`config.mk`:
```
export PLATFORM = sky130hd
export DESIGN_NAME = abc_score_note_parser_top
export DESIGN_NICKNAME = d
export VERILOG_FILES = /design/src/rtl/core/asnp_pkg.sv /design/src/rtl/core/asnp_div.sv /design/src/rtl/core/abc_score_note_parser_top.sv
export VERILOG_INCLUDE_DIRS = /design/src /design/src/rtl/core
export SDC_FILE = /design/constraint.sdc
export NUM_CORES = 1
export LEC_CHECK = 0
export CAP_MARGIN = 10
export CORE_MARGIN = 2
export CORE_UTILIZATION = 59
export DETAILED_ROUTE_END_ITERATION = 16
export DONT_BUFFER_PORTS = 1
export PLACE_DENSITY = 0.85
export SLEW_MARGIN = 20
export SYNTH_ARGS = -nofsm -noshare
export SYNTH_HDL_FRONTEND = slang
export SYNTH_SLANG_ARGS = --single-unit
```
`constraint.sdc`:
```
create_clock -name clk -period 4.1 [get_ports clk]
set_input_delay 0.41 -clock clk [delete_from_list [all_inputs] [get_ports clk]]
set_output_delay 0.41 -clock clk [all_outputs]
set_load 0.02 [all_outputs]
```
`src/rtl/core/abc_score_note_parser_top_macros.svh`:
```
// Assertion macros for the ABC score note parser top level.
// Expects clk and rst in the scope where a macro is used.
`ifndef ABC_SCORE_NOTE_PARSER_TOP_MACROS_SVH
`define ABC_SCORE_NOTE_PARSER_TOP_MACROS_SVH

// same-cycle implication
`define ASNP_ASSERT_NOW(label, ante, cons, msg) \
  label: assert property (@(posedge clk) disable iff (rst) (ante) |-> (cons)) \
    else $error(msg);

// next-cycle implication
`define ASNP_ASSERT_NEXT(label, ante, cons, msg) \
  label: assert property (@(posedge clk) disable iff (rst) (ante) |=> (cons)) \
    else $error(msg);

`endif

```
`src/rtl/core/asnp_pkg.sv`:
```
// Shared types, constants and decode functions for the ABC score note parser.
// No dependencies.
`default_nettype none

package asnp_pkg;

  localparam int UNIT_BITS = 16;
  localparam int NUM_BITS  = 4;
  localparam int LEN_BITS  = 20;
  localparam int MIDI_BITS = 9;
  localparam int OUT_TIME_BITS = 32;

  localparam logic signed [MIDI_BITS-1:0] BASE_NOTE = 9'sd48;
  localparam logic signed [MIDI_BITS-1:0] SEMIS_PER_OCTAVE = 9'sd12;
  localparam logic [UNIT_BITS-1:0] UNIT_LENGTH_RESET = 16'd300;

  localparam logic [7:0] CH_Z      = 8'h7A;
  localparam logic [7:0] CH_DOT    = 8'h2E;
  localparam logic [7:0] CH_DQUOTE = 8'h22;
  localparam logic [7:0] CH_CARET  = 8'h5E;
  localparam logic [7:0] CH_UNDER  = 8'h5F;
  localparam logic [7:0] CH_APOS   = 8'h27;
  localparam logic [7:0] CH_COMMA  = 8'h2C;
  localparam logic [7:0] CH_SLASH  = 8'h2F;
  localparam logic [7:0] CH_ZERO   = 8'h30;
  localparam logic [7:0] CH_NINE   = 8'h39;

  localparam logic signed [3:0] SHIFT_MAX = 4'sd7;
  localparam logic signed [3:0] SHIFT_MIN = -4'sd8;

  typedef enum logic [3:0] {
    CC_REST,
    CC_QUOTE,
    CC_SHARP,
    CC_FLAT,
    CC_OCT_UP,
    CC_OCT_DOWN,
    CC_SLASH,
    CC_DIGIT,
    CC_NOTE,
    CC_OTHER
  } char_class_t;

  typedef enum logic [2:0] {
    S_IDLE,
    S_DECODE,
    S_DIV,
    S_PUSH,
    S_APPLY,
    S_LAST
  } state_t;

  typedef struct packed {
    logic busy;
    logic done;
  } div_status_t;

  // pitch index 0..13 for C..B, c..b; 15 when not a note letter
  function automatic logic [3:0] pitch_index(input logic [7:0] ch);
    logic [3:0] idx;
    begin
      unique case (ch)
        8'h43: idx = 4'd0;
        8'h44: idx = 4'd1;
        8'h45: idx = 4'd2;
        8'h46: idx = 4'd3;
        8'h47: idx = 4'd4;
        8'h41: idx = 4'd5;
        8'h42: idx = 4'd6;
        8'h63: idx = 4'd7;
        8'h64: idx = 4'd8;
        8'h65: idx = 4'd9;
        8'h66: idx = 4'd10;
        8'h67: idx = 4'd11;
        8'h61: idx = 4'd12;
        8'h62: idx = 4'd13;
        default: idx = 4'd15;
      endcase
      return idx;
    end
  endfunction

  function automatic char_class_t classify(input logic [7:0] ch);
    char_class_t cc;
    begin
      priority if (ch == CH_Z || ch == CH_DOT) cc = CC_REST;
      else if (ch == CH_DQUOTE) cc = CC_QUOTE;
      else if (ch == CH_CARET) cc = CC_SHARP;
      else if (ch == CH_UNDER) cc = CC_FLAT;
      else if (ch == CH_APOS) cc = CC_OCT_UP;
      else if (ch == CH_COMMA) cc = CC_OCT_DOWN;
      else if (ch == CH_SLASH) cc = CC_SLASH;
      else if (ch >= CH_ZERO && ch <= CH_NINE) cc = CC_DIGIT;
      else if (pitch_index(ch) != 4'd15) cc = CC_NOTE;
      else cc = CC_OTHER;
      return cc;
    end
  endfunction

  function automatic logic signed [MIDI_BITS-1:0] degree_semis(input logic [2:0] deg);
    logic signed [MIDI_BITS-1:0] s;
    begin
      unique case (deg)
        3'd0: s = 9'sd0;
        3'd1: s = 9'sd2;
        3'd2: s = 9'sd4;
        3'd3: s = 9'sd5;
        3'd4: s = 9'sd7;
        3'd5: s = 9'sd9;
        3'd6: s = 9'sd11;
        default: s = 9'sd0;
      endcase
      return s;
    end
  endfunction

endpackage

`default_nettype wire

```
`src/rtl/core/asnp_div.sv`:
```
// Length unit: unit_length * numerator, then restoring division, one bit a cycle.
// Depends on asnp_pkg.
`default_nettype none

module asnp_div import asnp_pkg::*; #(
  parameter int DENOM_BITS = 16
) (
  input  logic                  clk,
  input  logic                  rst,
  input  logic                  start,
  input  logic [UNIT_BITS-1:0]  unit_length,
  input  logic [NUM_BITS-1:0]   numerator,
  input  logic [DENOM_BITS-1:0] denominator,
  output div_status_t           status,
  output logic [LEN_BITS-1:0]   quotient
);

  localparam int CNT_BITS = $clog2(LEN_BITS);
  localparam logic [CNT_BITS-1:0] LAST_STEP = CNT_BITS'(LEN_BITS - 1);

  logic                  busy;
  logic                  done;
  logic [CNT_BITS-1:0]   count;
  logic [LEN_BITS-1:0]   dvd;
  logic [DENOM_BITS-1:0] rem;
  logic [DENOM_BITS-1:0] den;
  logic [DENOM_BITS:0]   rem_sh;
  logic [DENOM_BITS:0]   rem_diff;
  logic                  fits;

  assign rem_sh   = {rem, dvd[LEN_BITS-1]};
  assign fits     = rem_sh >= {1'b0, den};
  assign rem_diff = rem_sh - {1'b0, den};

  always_ff @(posedge clk) begin
    if (rst) begin
      busy  <= 1'b0;
      done  <= 1'b0;
      count <= '0;
    end else begin
      done <= 1'b0;
      if (start) begin
        busy  <= 1'b1;
        count <= '0;
      end else if (busy) begin
        count <= count + 1'b1;
        if (count == LAST_STEP) begin
          busy <= 1'b0;
          done <= 1'b1;
        end
      end
    end
  end

  always_ff @(posedge clk) begin
    if (start) begin
      dvd <= LEN_BITS'(unit_length) * LEN_BITS'(numerator);
      den <= denominator;
      rem <= '0;
    end else if (busy) begin
      rem <= fits ? rem_diff[DENOM_BITS-1:0] : rem_sh[DENOM_BITS-1:0];
      dvd <= {dvd[LEN_BITS-2:0], fits};
    end
  end

  assign status.busy = busy;
  assign status.done = done;
  assign quotient    = dvd;

endmodule

`default_nettype wire

```
`src/rtl/core/abc_score_note_parser_top.sv`:
```
// ABC score note parser: one character per request, up to two note results.
// Requests are taken only in S_IDLE; each completion adds the divide steps, the divide
// done and the push, plus any wait while a result is stalled.
// rst (synchronous) clears state, time position and sets unit_length to 300.
// Depends on asnp_pkg, asnp_div and abc_score_note_parser_top_macros.svh.
`default_nettype none

module abc_score_note_parser_top import asnp_pkg::*; #(
  parameter int DENOM_BITS = 16,
  parameter int TIME_BITS  = 32
) (
  input  logic                        clk,
  input  logic                        rst,
  input  logic                        wr_en,
  input  logic [UNIT_BITS-1:0]        wr_data,
  input  logic                        in_valid,
  output logic                        in_stall,
  input  logic [7:0]                  char_code,
  input  logic                        last_char,
  output logic                        out_valid,
  input  logic                        out_stall,
  output logic [OUT_TIME_BITS-1:0]    start_time,
  output logic signed [MIDI_BITS-1:0] midi_note,
  output logic [LEN_BITS-1:0]         note_length,
  output logic                        zero_denominator,
  output logic                        last_of_run
);

  state_t state;
  state_t state_next;

  logic [UNIT_BITS-1:0]  unit_length;
  logic [7:0]            ch;
  logic                  last;
  logic                  phase;
  logic                  in_quoted_text;
  logic [3:0]            pending_pitch_index;
  logic signed [3:0]     octave_shift;
  logic signed [3:0]     semitone_shift;
  logic [NUM_BITS-1:0]   length_numerator;
  logic [DENOM_BITS-1:0] length_denominator;
  logic                  numerator_seen;
  logic                  note_pending;
  logic                  rest_pending;
  logic [TIME_BITS-1:0]  time_position;

  char_class_t           cc;
  logic                  completes;
  logic                  pending;
  logic                  div_start;
  div_status_t           div_status;
  logic [LEN_BITS-1:0]   quotient;
  logic                  zden;
  logic [LEN_BITS-1:0]   len;
  logic                  out_free;
  logic                  push_go;
  logic                  upper;
  logic [2:0]            degree;
  logic signed [MIDI_BITS-1:0] oct9;
  logic signed [MIDI_BITS-1:0] midi;
  logic [TIME_BITS+LEN_BITS-1:0] time_sum;
  logic [TIME_BITS+OUT_TIME_BITS-1:0] time_ext;

  assign cc        = classify(ch);
  assign completes = (cc == CC_REST) || (cc == CC_SHARP) || (cc == CC_FLAT) ||
                     (cc == CC_NOTE);
  assign pending   = note_pending || rest_pending;
  assign zden      = (length_denominator == '0);
  assign len       = zden ? '0 : quotient;
  assign out_free  = !out_valid || !out_stall;
  assign push_go   = !note_pending || out_free;

  assign upper  = pending_pitch_index >= 4'd7;
  assign degree = upper ? 3'(pending_pitch_index - 4'd7) : pending_pitch_index[2:0];
  assign oct9   = MIDI_BITS'(octave_shift) + (upper ? 9'sd1 : 9'sd0);
  assign midi   = degree_semis(degree) + oct9 * SEMIS_PER_OCTAVE +
                  MIDI_BITS'(semitone_shift) + BASE_NOTE;

  assign time_sum = {{LEN_BITS{1'b0}}, time_position} + {{TIME_BITS{1'b0}}, len};
  assign time_ext = {{OUT_TIME_BITS{1'b0}}, time_position};

  asnp_div #(
    .DENOM_BITS(DENOM_BITS)
  ) u_div (
    .clk        (clk),
    .rst        (rst),
    .start      (div_start),
    .unit_length(unit_length),
    .numerator  (length_numerator),
    .denominator(length_denominator),
    .status     (div_status),
    .quotient   (quotient)
  );

  // next state
  always_comb begin
    state_next = state;
    unique case (state)
      S_IDLE:   if (in_valid) state_next = S_DECODE;
      S_DECODE: state_next = (!in_quoted_text && completes && pending) ? S_DIV : S_APPLY;
      S_DIV:    if (div_status.done) state_next = S_PUSH;
      S_PUSH:   if (push_go) state_next = phase ? S_IDLE : S_APPLY;
      S_APPLY:  state_next = S_LAST;
      S_LAST:   state_next = (last && pending) ? S_DIV : S_IDLE;
      default:  state_next = S_IDLE;
    endcase
  end

  // outputs of the sequencer
  always_comb begin
    in_stall  = (state != S_IDLE);
    div_start = 1'b0;
    unique case (state)
      S_DECODE: div_start = !in_quoted_text && completes && pending;
      S_LAST:   div_start = last && pending;
      default:  div_start = 1'b0;
    endcase
  end

  always_ff @(posedge clk) begin
    if (rst) begin
      state <= S_IDLE;
    end else begin
      state <= state_next;
    end
  end

  always_ff @(posedge clk) begin
    if (rst) begin
      unit_length <= UNIT_LENGTH_RESET;
    end else if (wr_en) begin
      unit_length <= wr_data;
    end
  end

  always_ff @(posedge clk) begin
    if (state == S_IDLE && in_valid) begin
      ch   <= char_code;
      last <= last_char;
    end
  end

  always_ff @(posedge clk) begin
    if (rst) begin
      phase <= 1'b0;
    end else if (state == S_DECODE) begin
      phase <= 1'b0;
    end else if (state == S_LAST) begin
      phase <= 1'b1;
    end
  end

  always_ff @(posedge clk) begin
    if (rst) begin
      in_quoted_text      <= 1'b0;
      pending_pitch_index <= '0;
      octave_shift        <= '0;
      semitone_shift      <= '0;
      length_numerator    <= NUM_BITS'(1);
      length_denominator  <= DENOM_BITS'(1);
      numerator_seen      <= 1'b0;
      note_pending        <= 1'b0;
      rest_pending        <= 1'b0;
      time_position       <= '0;
    end else if (state == S_PUSH && push_go) begin
      time_position       <= time_sum[TIME_BITS-1:0];
      pending_pitch_index <= '0;
      octave_shift        <= '0;
      semitone_shift      <= '0;
      length_numerator    <= NUM_BITS'(1);
      length_denominator  <= DENOM_BITS'(1);
      numerator_seen      <= 1'b0;
      note_pending        <= 1'b0;
      rest_pending        <= 1'b0;
    end else if (state == S_APPLY) begin
      if (in_quoted_text) begin
        if (cc == CC_QUOTE) in_quoted_text <= 1'b0;
      end else begin
        unique case (cc)
          CC_REST:  rest_pending <= 1'b1;
          CC_QUOTE: in_quoted_text <= 1'b1;
          CC_SHARP: if (semitone_shift != SHIFT_MAX) semitone_shift <= semitone_shift + 4'sd1;
          CC_FLAT:  if (semitone_shift != SHIFT_MIN) semitone_shift <= semitone_shift - 4'sd1;
          CC_OCT_UP: if (octave_shift != SHIFT_MAX) octave_shift <= octave_shift + 4'sd1;
          CC_OCT_DOWN: if (octave_shift != SHIFT_MIN) octave_shift <= octave_shift - 4'sd1;
          CC_SLASH: begin
            numerator_seen     <= 1'b1;
            length_denominator <= length_denominator << 1;
          end
          CC_DIGIT: begin
            if (!numerator_seen) begin
              length_numerator <= NUM_BITS'(ch - CH_ZERO);
              numerator_seen   <= 1'b1;
            end else begin
              length_denominator <= DENOM_BITS'(4'(ch - CH_ZERO));
            end
          end
          CC_NOTE: begin
            pending_pitch_index <= pitch_index(ch);
            note_pending        <= 1'b1;
          end
          CC_OTHER: ;
          default: ;
        endcase
      end
    end
  end

  // result register
  always_ff @(posedge clk) begin
    if (rst) begin
      out_valid <= 1'b0;
    end else if (state == S_PUSH && note_pending && out_free) begin
      out_valid <= 1'b1;
    end else if (!out_stall) begin
      out_valid <= 1'b0;
    end
  end

  always_ff @(posedge clk) begin
    if (state == S_PUSH && note_pending && out_free) begin
      start_time       <= time_ext[OUT_TIME_BITS-1:0];
      midi_note        <= midi;
      note_length      <= len;
      zero_denominator <= zden;
      last_of_run      <= phase || !(last && cc == CC_NOTE);
    end
  end

`include "abc_score_note_parser_top_macros.svh"

  `ASNP_ASSERT_NOW(a_idle_div_quiet, state == S_IDLE, !div_status.busy, "divider busy while idle")
  `ASNP_ASSERT_NOW(a_zden_len, out_valid && zero_denominator, note_length == '0, "zden len")
  `ASNP_ASSERT_NEXT(a_accept_decode, in_valid && !in_stall, state == S_DECODE, "missed decode")

endmodule

`default_nettype wire

```
== After elaboration in Yosys (flattened, before gate mapping) ==
Cells that the tools add are included.
Operators by class
  add/sub/neg operators: 13
  multiply operators: 2
  magnitude comparators: 4
  equal/unequal tests: 56
  mux-type cells: 50
  bitwise logic cells: 4
  reduce and logical (&&, ||, !) cells: 44
Operator list (number)
  $eq 8x7->1 const B: 17
  $mux 4: 20
  $mux 20: 3
  $pmux 4 s14: 1
  $eq 8x6->1 const B: 5
  $add 32x20->32: 1
  $mux 16: 2
  $pmux 16 s2: 1
  $pmux 4 s6: 1
  $mul 16x4->20: 1
  $ne 4x4->1 const B: 5
  $mux 3: 6
  $pmux 3 s6: 1
  $ge 17x16->1: 1
  $eq 4x3->1 const B: 4
  $logic_not 16->1: 1
  $pmux 4 s2: 2
  $sub 16x16->16: 1
  $eq 3x3->1 const B: 5
  $eq 3x2->1 const B: 4
  $reduce_and 3->1: 4
  $mux 1: 11
  $ne 2x2->1 const B: 5
  $reduce_and 5->1: 2
  33 further kinds: 69
Storage, ports and cells
  bits in registers: 220
  output and inout bits: 65

== Longest topological paths before layout ==
Gate-level depths: netlist of the first run.
  depth after elaboration: 28
  gate-level depth with buffers: 17
  gate-level depth less buffers: 16

== Hierarchy ==
From an unflattened synthesis of the first run, not the netlist that was laid out.
Unflattened totals
  cells, all modules: 1426
  area total of the unflattened synthesis: 13588.0 um^2
Modules (own cells, without submodules)
  abc_score_note_parser_top: instances 1, cells each 826, area an instance 8265.4 um^2, seq. area each 3943.8 um^2
  asnp_div: instances 1, cells each 600, area an instance 5322.6 um^2, seq. area each 1541.5 um^2

== Worst setup path before layout of the first run ==
Ideal clock, no wire load.
  path type: flip-flop to flip-flop
  start: register state[2]
  end: register last_of_run, enable pin
  library setup time: 0.505 ns
  arrival: 3.955 ns
  data required time: 3.595 ns
  path slack: -0.360 ns
  cell stages (with the launch flop): 6
  clock period less this slack: 4.460 ns
  cells stage by stage: dfxtp_1 -> buf_2 -> and3b_1 -> clkbuf_1 -> nand2_1 -> a21oi_1
Between the ends
  cells in the longest elaborated chain, start to end: 3
Ends and longest elaborated chain
  from (decl): line abc_score_note_parser_top.sv:29  | state_t state;
  from (signal assigned): line abc_score_note_parser_top.sv:124  | state <= state_next;
  $eq 3x2->1: line abc_score_note_parser_top.sv:221  | if (state == S_PUSH && note_pending && out_free) begin
  $logic_and 1x1->1 (2 in series): line abc_score_note_parser_top.sv:221
  to (signal assigned): line abc_score_note_parser_top.sv:226  | last_of_run <= phase || !(last && cc == CC_NOTE);
  to (decl): line abc_score_note_parser_top.sv:26  | output logic last_of_run
Every way passes these cells.
A chain may end at the register's enable or synchronous reset.

== Worst setup path in the final report of the first run ==
  start: register length_numerator[1]
  end: register u_div.dvd[15], in the netlist u_div.quotient[15] (data pin)
Between the ends
  cells in the longest elaborated chain, start to end: 2
Ends and longest elaborated chain
  from (decl): line abc_score_note_parser_top.sv:40  | logic [NUM_BITS-1:0] length_numerator;
  from (signal assigned): line abc_score_note_parser_top.sv:192  | length_numerator <= NUM_BITS'(ch - CH_ZERO);
  $mul 16x4->20: line asnp_div.sv:57  | dvd <= LEN_BITS'(unit_length) * LEN_BITS'(numerator);
  $mux 20: line asnp_div.sv:56  | if (start) begin
  to (signal assigned): line asnp_div.sv:57
  to (signal assigned): line asnp_div.sv:62  | dvd <= {dvd[LEN_BITS-2:0], fits};
  to (decl): line asnp_div.sv:24  | logic [LEN_BITS-1:0] dvd;
Every way passes these cells.

==> flow_metrics.py, run 1 <==
metrics = {
    "worst_hold_path": {
        "hold_class": "in -> reg",
        "min_path_cells": 2,
        "min_to": "unit_length[3]",
        "min_from": "wr_data[3]",
    },
    "sta": {
        "setup_violations": 0,
        "fmax_ghz": 0.2591,
        "clock_skew_ns": 0.01001,
        "hold_viol_final": 0,
        "max_slew_margin_pct": 31.77,
        "period_share_pct": 94.14,
        "layout_min_cycle_time_ns": 3.860,
        "finalMaxSlewViolations": 0,
        "worst_pin_slew_ns": 1.022,
    },
    "floorplan": {
        "fp.dieW_um": 154.0,
        "rows": 54,
        "pin_count": 95,
        "die_y_um": 154.0,
        "fp.coreArea_um2": 21960,
        "initial_utilization_pct": 60.42,
        "die-area_um2": 23700,
    },
    "power": {
        "p_per_area_nw_per_um2": 341.0,
        "p_leak_nw": 5.853,
        "combPwrFrac_pct": 9.6,
        "irDropWorstVdd_mv": 0.2852,
        "p_switching_mw": 1.204,
        "intPower_mw": 3.690,
        "pwr-share-clk_pct": 41.3,
        "swShare_pct": 24.60,
        "pwr-share-seq_pct": 49.1,
    },
    "setup_path": {
        "timing.rr.end": "u_div.quotient[15]",
        "cpMaxStageDelayCell": "fa_1",
        "critPathMaxFanout": 9,
        "regToRegSetupSlack_ns": 0.24,
        "critPathKind": "reg -> reg",
        "crit_chain": "nand2_1 > fa_1 > fa_1 > inv_1 > ha_1 > a211oi_1 > o211ai_1 > a311oi_1 > buf_4 > o21bai_1 > a21oi_1 > xnor2_1 > mux2_2",
        "rr_startpoint": "length_numerator[1]",
        "worstPathRequired_ns": 4.37,
        "cp-end-kind": "flip-flop",
        "crit_buf_inv": 2,
        "cp_top_family": "adder cells",
        "start_kind": "flip-flop",
        "cp_common_cell": "fa_1",
        "cp.arrival_ns": 4.13,
        "reg2reg_depth": 13,
        "slowest_delay_ns": 0.55,
    },
    "layout": {
        "design_area_um2": 14350,
        "n_antenna_cell": 0,
        "fill_cells": 1644,
        "drive_above_1_share_pct": 6.377,
        "fin_cells": 1660,
        "area_delta_synth_final_pct": 8.157,
        "fin_nets": 1517,
        "utilization_pct": 65.35,
    },
    "cts": {
        "cts_tree": "built",
        "root_buffer": "clkbuf_16",
        "insertion_delay_ns": 0.52,
        "cts.sinks": 220,
        "clk_pin_slew_ns": 0.07,
        "cts_htree_levels": 1,
        "cts_made_buffers": 23,
        "clk_path_buf_depth": 3,
    },
    "route": {
        "viasPerCell": 6.140,
        "drc_errors": 0,
        "drt-total-wl_mm": 28.91,
        "wire_per_inst_um": 17.42,
        "vias": 10190,
        "drtIter0Drc": 585,
        "drt_pass1_iterations": 5,
        "antenna_left": 0,
    },
    "global_route": {
        "grt_pass1_vias": 9740,
        "grt_max_degree": 54,
        "grt_overflow": 0,
        "grt_usage_pct": 24.26,
        "antenna_found_initial": 0,
        "grt_pass1_wl_mm": 47.62,
    },
    "logic_synthesis": {
        "synth_edf_count": 108,
        "syn_inst": 1370,
        "ys_seq_area_share_pct": 41.34,
        "netlist_area_um2": 13270,
        "yosysUniqueCellTypes": 80,
        "synth_nets": 1524,
        "ys_ff_latch": 220,
        "synth_flop_cell": "dfxtp_1",
        "syn-mean-instance-area_um2": 9.684,
        "yosysWarnings": 0,
        "synthArstFlopShare_pct": 0,
    },
    "placed_design": {
        "placed_area_um2": 13500,
        "gp_congestion": 0.9214,
        "dp_hpwl_mm": 20.59,
        "portBuffers": 0,
        "dpl.cell_count": 1608,
    },
    "run": {
        "cap_violations": 0,
    },
    "status": {
        "status": "finished clean",
    },
}
## Yosys cell counts, drive strengths merged, types with 39 or more instances
master,count,share of area [%]
nor2,127,3.6
nand2,126,3.6
dfxtp,112,17
edfxtp,108,24
inv,92,2.6
a21oi,90,3.4
ha,88,8.3
and2,45,2.1
clkbuf,45,1.3
o21ai,44,1.7
mux2i,41,3.1
xnor2,39,2.6
## power by group through the flow
stage	Sequential [mW]	Clock, mW	Combinational, mW
2_1_floorplan	2.41	0	0.404
3_3_place_gp	2.45	0	0.425
3_5_place_dp	2.45	0	0.445
4_1_cts	2.40	2.05	0.468
5_1_grt	2.41	2.13	0.518
6_report	2.40	2.02	0.471
## stage by stage
stage	TNS, ns	setup WS (ns)	total power [mW]	hold slack (ns)
3_5_place_dp	0	0.2314	2.893	0.4166
4_1_cts	0	0.01841	4.913	0.003841
2_1_floorplan	0	0.1590	2.816	0.4082
3_3_place_gp	0	0.2952	2.871	0.4159
5_1_grt	-0.003126	-0.003126	5.060	0.01741
6_report	0	0.2401	4.894	0.02398
## state kept, by name, indices dropped and copies added, names as in the netlist, 3 cells and up
| register | flops |
|---|---|
| ch | 8 |
| length_denominator | 16 |
| length_numerator | 4 |
| midi_note | 9 |
| note_length | 20 |
| octave_shift | 4 |
| pending_pitch_index | 4 |
| semitone_shift | 4 |
| start_time | 32 |
| state | 3 |
| time_position | 32 |
| u_div.count | 5 |
| u_div.den | 16 |
| u_div.quotient | 20 |
| u_div.rem | 16 |
| unit_length | 16 |
## layout make-up
type                       instances  area [um^2]  area share (%)
clock buffer                      28        614.3           4.281
clock inverter                    14        112.6          0.7847
inverter                          92        347.8           2.424
multi-input combinational        999         7187           50.08
sequential                       220         5488           38.24
tap                              280        350.3           2.441
timing repair buffer              27        250.2           1.744
## worst register-to-register path, delay by kind of cell (launching register included)
kind                       cells  cell delay (ns)
adders and majority gates      3             1.33
AOI/OAI and AO/OA              5             1.11
DFF                            1             0.47
muxes                          1             0.27
buffers and inverters          2             0.25
and+or+nand+nor                1             0.11
xor gates and xnor gates       1             0.08
## layer usage
layer / vias to the layer above / share of wire [%] / global-route usage (%) / routed length (um)
met2: 348 / 50 / 43.41 / 14590
met3: 69 / 5.2 / 3.551 / 1504
met4: 0 / 3.4 / 8.723 / 974
li1: 4895 / - / - / -
met5: - / 0 / 0 / 0
met1: 4880 / 41 / 29.84 / 11840
## cell usage in the layout, fill, tap and decap left out, drive strengths merged, types with 13 or more instances in the layout
cell    count
or3        14
buf        18
xor2       24
mux2i      41
dfxtp     112
inv        96
and3       15
and2       45
nand3      32
nor2      127
a22oi      13
fa         36
ha         88
nor2b      15
o21ai      44
o21a       13
a21oi      90
xnor2      39
edfxtp    108
nand4      13
nand2     126
clkbuf     28
a211oi     29
nor3       29
a21o       24
## how the worst max path moves through the flow
stage                             start  cells after the start                  to
detailed placement  length_numerator[3]                     14  u_div.quotient[15]
CTS                 length_numerator[3]                     12  u_div.quotient[18]
floorplan           length_numerator[3]                     14  u_div.quotient[15]
global route        length_numerator[1]                     13  u_div.quotient[16]
finish              length_numerator[1]                     13  u_div.quotient[15]
global placement    length_numerator[3]                     12  u_div.quotient[18]
## kinds of logic after synthesis
kind of cell / share of synthesized area (%)
xor+xnor: 4.159
flops: 41.34
simple gates: 17.69
buf+inv: 4.677
mux: 3.602
compound gates: 14.80
fa+ha+maj: 13.73
## what timing repair did
action	in CTS	in global routing
hold buffers	10	0
setup buffers	0	0
endpoints found under the setup margin	0	4
gates resized for setup	0	4
hold endpoints to repair	54	0
Note: power is estimated with default switching activity, not from simulation.
==> run 2: changes to the inputs <==
--- a/config.mk
+++ b/config.mk
@@ -6,12 +6,13 @@
 export SDC_FILE = /design/constraint.sdc
 export NUM_CORES = 1
 export LEC_CHECK = 0
+export ABC_AREA = 1
 export CAP_MARGIN = 10
 export CORE_MARGIN = 2
-export CORE_UTILIZATION = 59
+export CORE_UTILIZATION = 25
 export DETAILED_ROUTE_END_ITERATION = 16
 export DONT_BUFFER_PORTS = 1
-export PLACE_DENSITY = 0.85
+export PLACE_DENSITY = 0.47
 export SLEW_MARGIN = 20
 export SYNTH_ARGS = -nofsm -noshare
 export SYNTH_HDL_FRONTEND = slang
==> run 2 against run 1 <==
Setup slack better by 0.12 ns. Clock skew is 0.017 ns higher. Hold slack better by 0.052 ns. Via count up 9.4%. Utilization is 36 points lower. Critical endpoint is now midi_note[7]. Largest power group is now the clock network.
==> flow_metrics.py, run 2 <==
metrics = {
    "logic_synthesis": {
        "synth_top_family_by_area": "simple AND/OR/NAND/NOR gates",
        "synthAdderAreaFrac_pct": 13.34,
        "ys_top_cells_by_count": "nand2_1 (451), inv_1 (234), nor2_1 (163)",
        "synth_compound_area_share_pct": 10.39,
        "synthArstFlopShare_pct": 0,
        "synthSimpleGateAreaFrac_pct": 24.85,
        "ys_seq_area_share_pct": 40.16,
        "yosysUniqueCellTypes": 50,
        "synthMuxAreaShare_pct": 0.07329,
        "syn-mean-instance-area_um2": 7.863,
        "yosysWarnings": 0,
        "yosysMostFrequentCell": "nand2_1",
        "syn_inst": 1737,
        "synth_top_area_cell": "edfxtp_1",
        "synth_flop_cell": "dfxtp_1",
        "synthTopCellsByArea": "edfxtp_1 (24%), dfxtp_1 (16%), nand2_1 (12%)",
        "ys_ff_latch": 220,
        "synth_nets": 1891,
        "netlist_area_um2": 13660,
        "synth_top_area_share_pct": 23.74,
        "synth_edf_count": 108,
        "yosys.area_share.xor_xnor_pct": 2.950,
    },
    "setup_path": {
        "cp_top_family": "adder cells",
        "cp-end-kind": "flip-flop",
        "worstPathRequired_ns": 4.41,
        "cp.arrival_ns": 4.05,
        "critPathKind": "reg -> reg",
        "slowest_delay_ns": 0.41,
        "critPathMaxFanout": 4,
        "cpMaxStageDelayCell": "fa_1",
        "crit_buf_inv": 3,
        "cp_common_cell": "ha_1",
        "crit_chain": "ha_1 > nand2_1 > nand2_1 > ha_1 > ha_1 > xor2_1 > ha_1 > ha_1 > inv_1 > fa_1 > ha_1 > inv_1 > ha_1 > inv_1 > nor2_1 > o21ai_1 > nand2_1 > xor2_1",
        "start_kind": "flip-flop",
        "regToRegSetupSlack_ns": 0.36,
    },
    "floorplan": {
        "rows": 85,
        "die-area_um2": 56520,
        "fp.dieW_um": 237.7,
        "fp.coreArea_um2": 53920,
        "pin_count": 95,
        "initial_utilization_pct": 25.33,
        "die_y_um": 237.7,
    },
    "layout": {
        "final_common_cell": "nand2_1",
        "reg_top3": "start_time x32, time_position x32",
        "utilization_pct": 29.30,
        "mostFrequentLayoutCells": "nand2_1 (451), inv_1 (234), nor2_1 (163), a21oi_1 (115), dfxtp_1 (112)",
        "n_antenna_cell": 0,
        "area_delta_synth_final_pct": 15.68,
        "fin_nets": 1933,
        "drive_above_1_share_pct": 6.111,
        "design_area_um2": 15800,
        "fill_cells": 5700,
    },
    "placed_design": {
        "placed_area_um2": 14440,
        "portBuffers": 0,
        "dp_hpwl_mm": 26.57,
        "gp_congestion": 0.8540,
    },
    "route": {
        "viasPerCell": 4.469,
        "wl_met2_mm": 15.52,
        "antenna_left": 0,
        "highest_layer": "met4",
        "wire_per_inst_um": 14.06,
        "wl_met1_mm": 17.56,
        "wl_met3_mm": 1.188,
        "drc_errors": 0,
        "drt-total-wl_mm": 35.09,
        "drtIter0Drc": 527,
        "vias": 11160,
        "drt_pass1_iterations": 4,
    },
    "power": {
        "p_per_area_nw_per_um2": 321.3,
        "p_total_mw": 5.076,
        "p_leak_nw": 7.201,
        "irDropWorstVdd_mv": 0.2789,
    },
    "sta": {
        "clock_skew_ns": 0.02739,
        "finalMaxSlewViolations": 0,
        "grt_setup_unrepaired": "false",
        "layout_min_cycle_time_ns": 3.745,
        "period_share_pct": 91.34,
        "worst_pin_slew_ns": 1.030,
        "worst_hold_slack_ns": 0.07609,
        "setup_violations": 0,
        "setup_tns_ns": 0,
        "hold_viol_final": 0,
        "max_slew_margin_pct": 31.26,
        "fmax_ghz": 0.2670,
    },
    "cts": {
        "cts_made_buffers": 27,
        "root_buffer": "clkbuf_16",
        "insertion_delay_ns": 0.58,
        "clk_pin_slew_ns": 0.06,
        "cts.sinks": 220,
        "clk_path_buf_depth": 3,
        "postCtsSetupBuffers": 0,
        "cts_htree_levels": 1,
        "cts_tree": "built",
    },
    "global_route": {
        "antenna_found_initial": 0,
        "grt_usage_pct": 12.47,
        "grt_overflow": 0,
        "grt_pass1_wl_mm": 57.53,
        "grt_max_degree": 54,
        "grt_pass1_vias": 11110,
    },
    "worst_hold_path": {
        "hold_class": "in -> reg",
    },
    "status": {
        "status": "finished clean",
    },
    "run": {
        "cap_violations": 0,
    },
}
run 2: timing repair:
item | 4_1_cts | 5_1_grt
hold endpoints to repair | 34 | 0
setup endpoints to repair | 0 | 2
hold buffers | 40 | 0
gates resized for setup | 0 | 3
run 2: cell type report:
| cell class | instances | area (um^2) | area share (%) |
|---|---|---|---|
| multi-input cells | 1230 | 7069 | 44.74 |
| flip-flops and latches | 220 | 5485 | 34.72 |
| inverters | 248 | 932.1 | 5.900 |
| well taps | 696 | 870.8 | 5.512 |
| clock buffers | 32 | 747.0 | 4.728 |
| repair buffers | 52 | 490.5 | 3.104 |
| clock inverters | 18 | 205.2 | 1.299 |
run 2: cells by family (layout without fill, tap and decap cells):
kind of cell	Yosys count	after routing
adders and majority gates	124	124
and+or+nand+nor	802	802
muxes	1	1
buffers and inverters	287	350
xor gates and xnor gates	46	46
DFF	220	220
AOI/OAI and AO/OA	257	257
run 2: worst paths after layout:
check / end / start / cells after the start
max reg2reg: midi_note[7] / pending_pitch_index[0] / 18
max: midi_note[7] / pending_pitch_index[0] / 18
min reg2reg: start_time[30] / time_position[30] / 0
min: out_valid / out_stall / 2
run 2: per-stage QoR:
stage,setup WS [ns],instances
after global routing,0.05000,2496
after floorplan,0.5640,1737
after detailed placement,0.2677,2406
after CTS,0.2528,2496
final,0.3553,2496
after global placement,0.3822,2406
run 2: layer usage:
layer / up-vias / track usage, %
met3: 48 / 1.568
met1: 5183 / 17.50
met4: 0 / 3.564
met2: 157 / 20.06
li1: 5767 / -
met5: - / 0
run 2: report_power, final:
group          internal, mW  leakage, nW  switching [mW]
clock network          1.51        0.465            1.03
registers              2.31         1.90          0.0275
logic                0.0763         4.84           0.124
total                  3.90         7.20            1.18
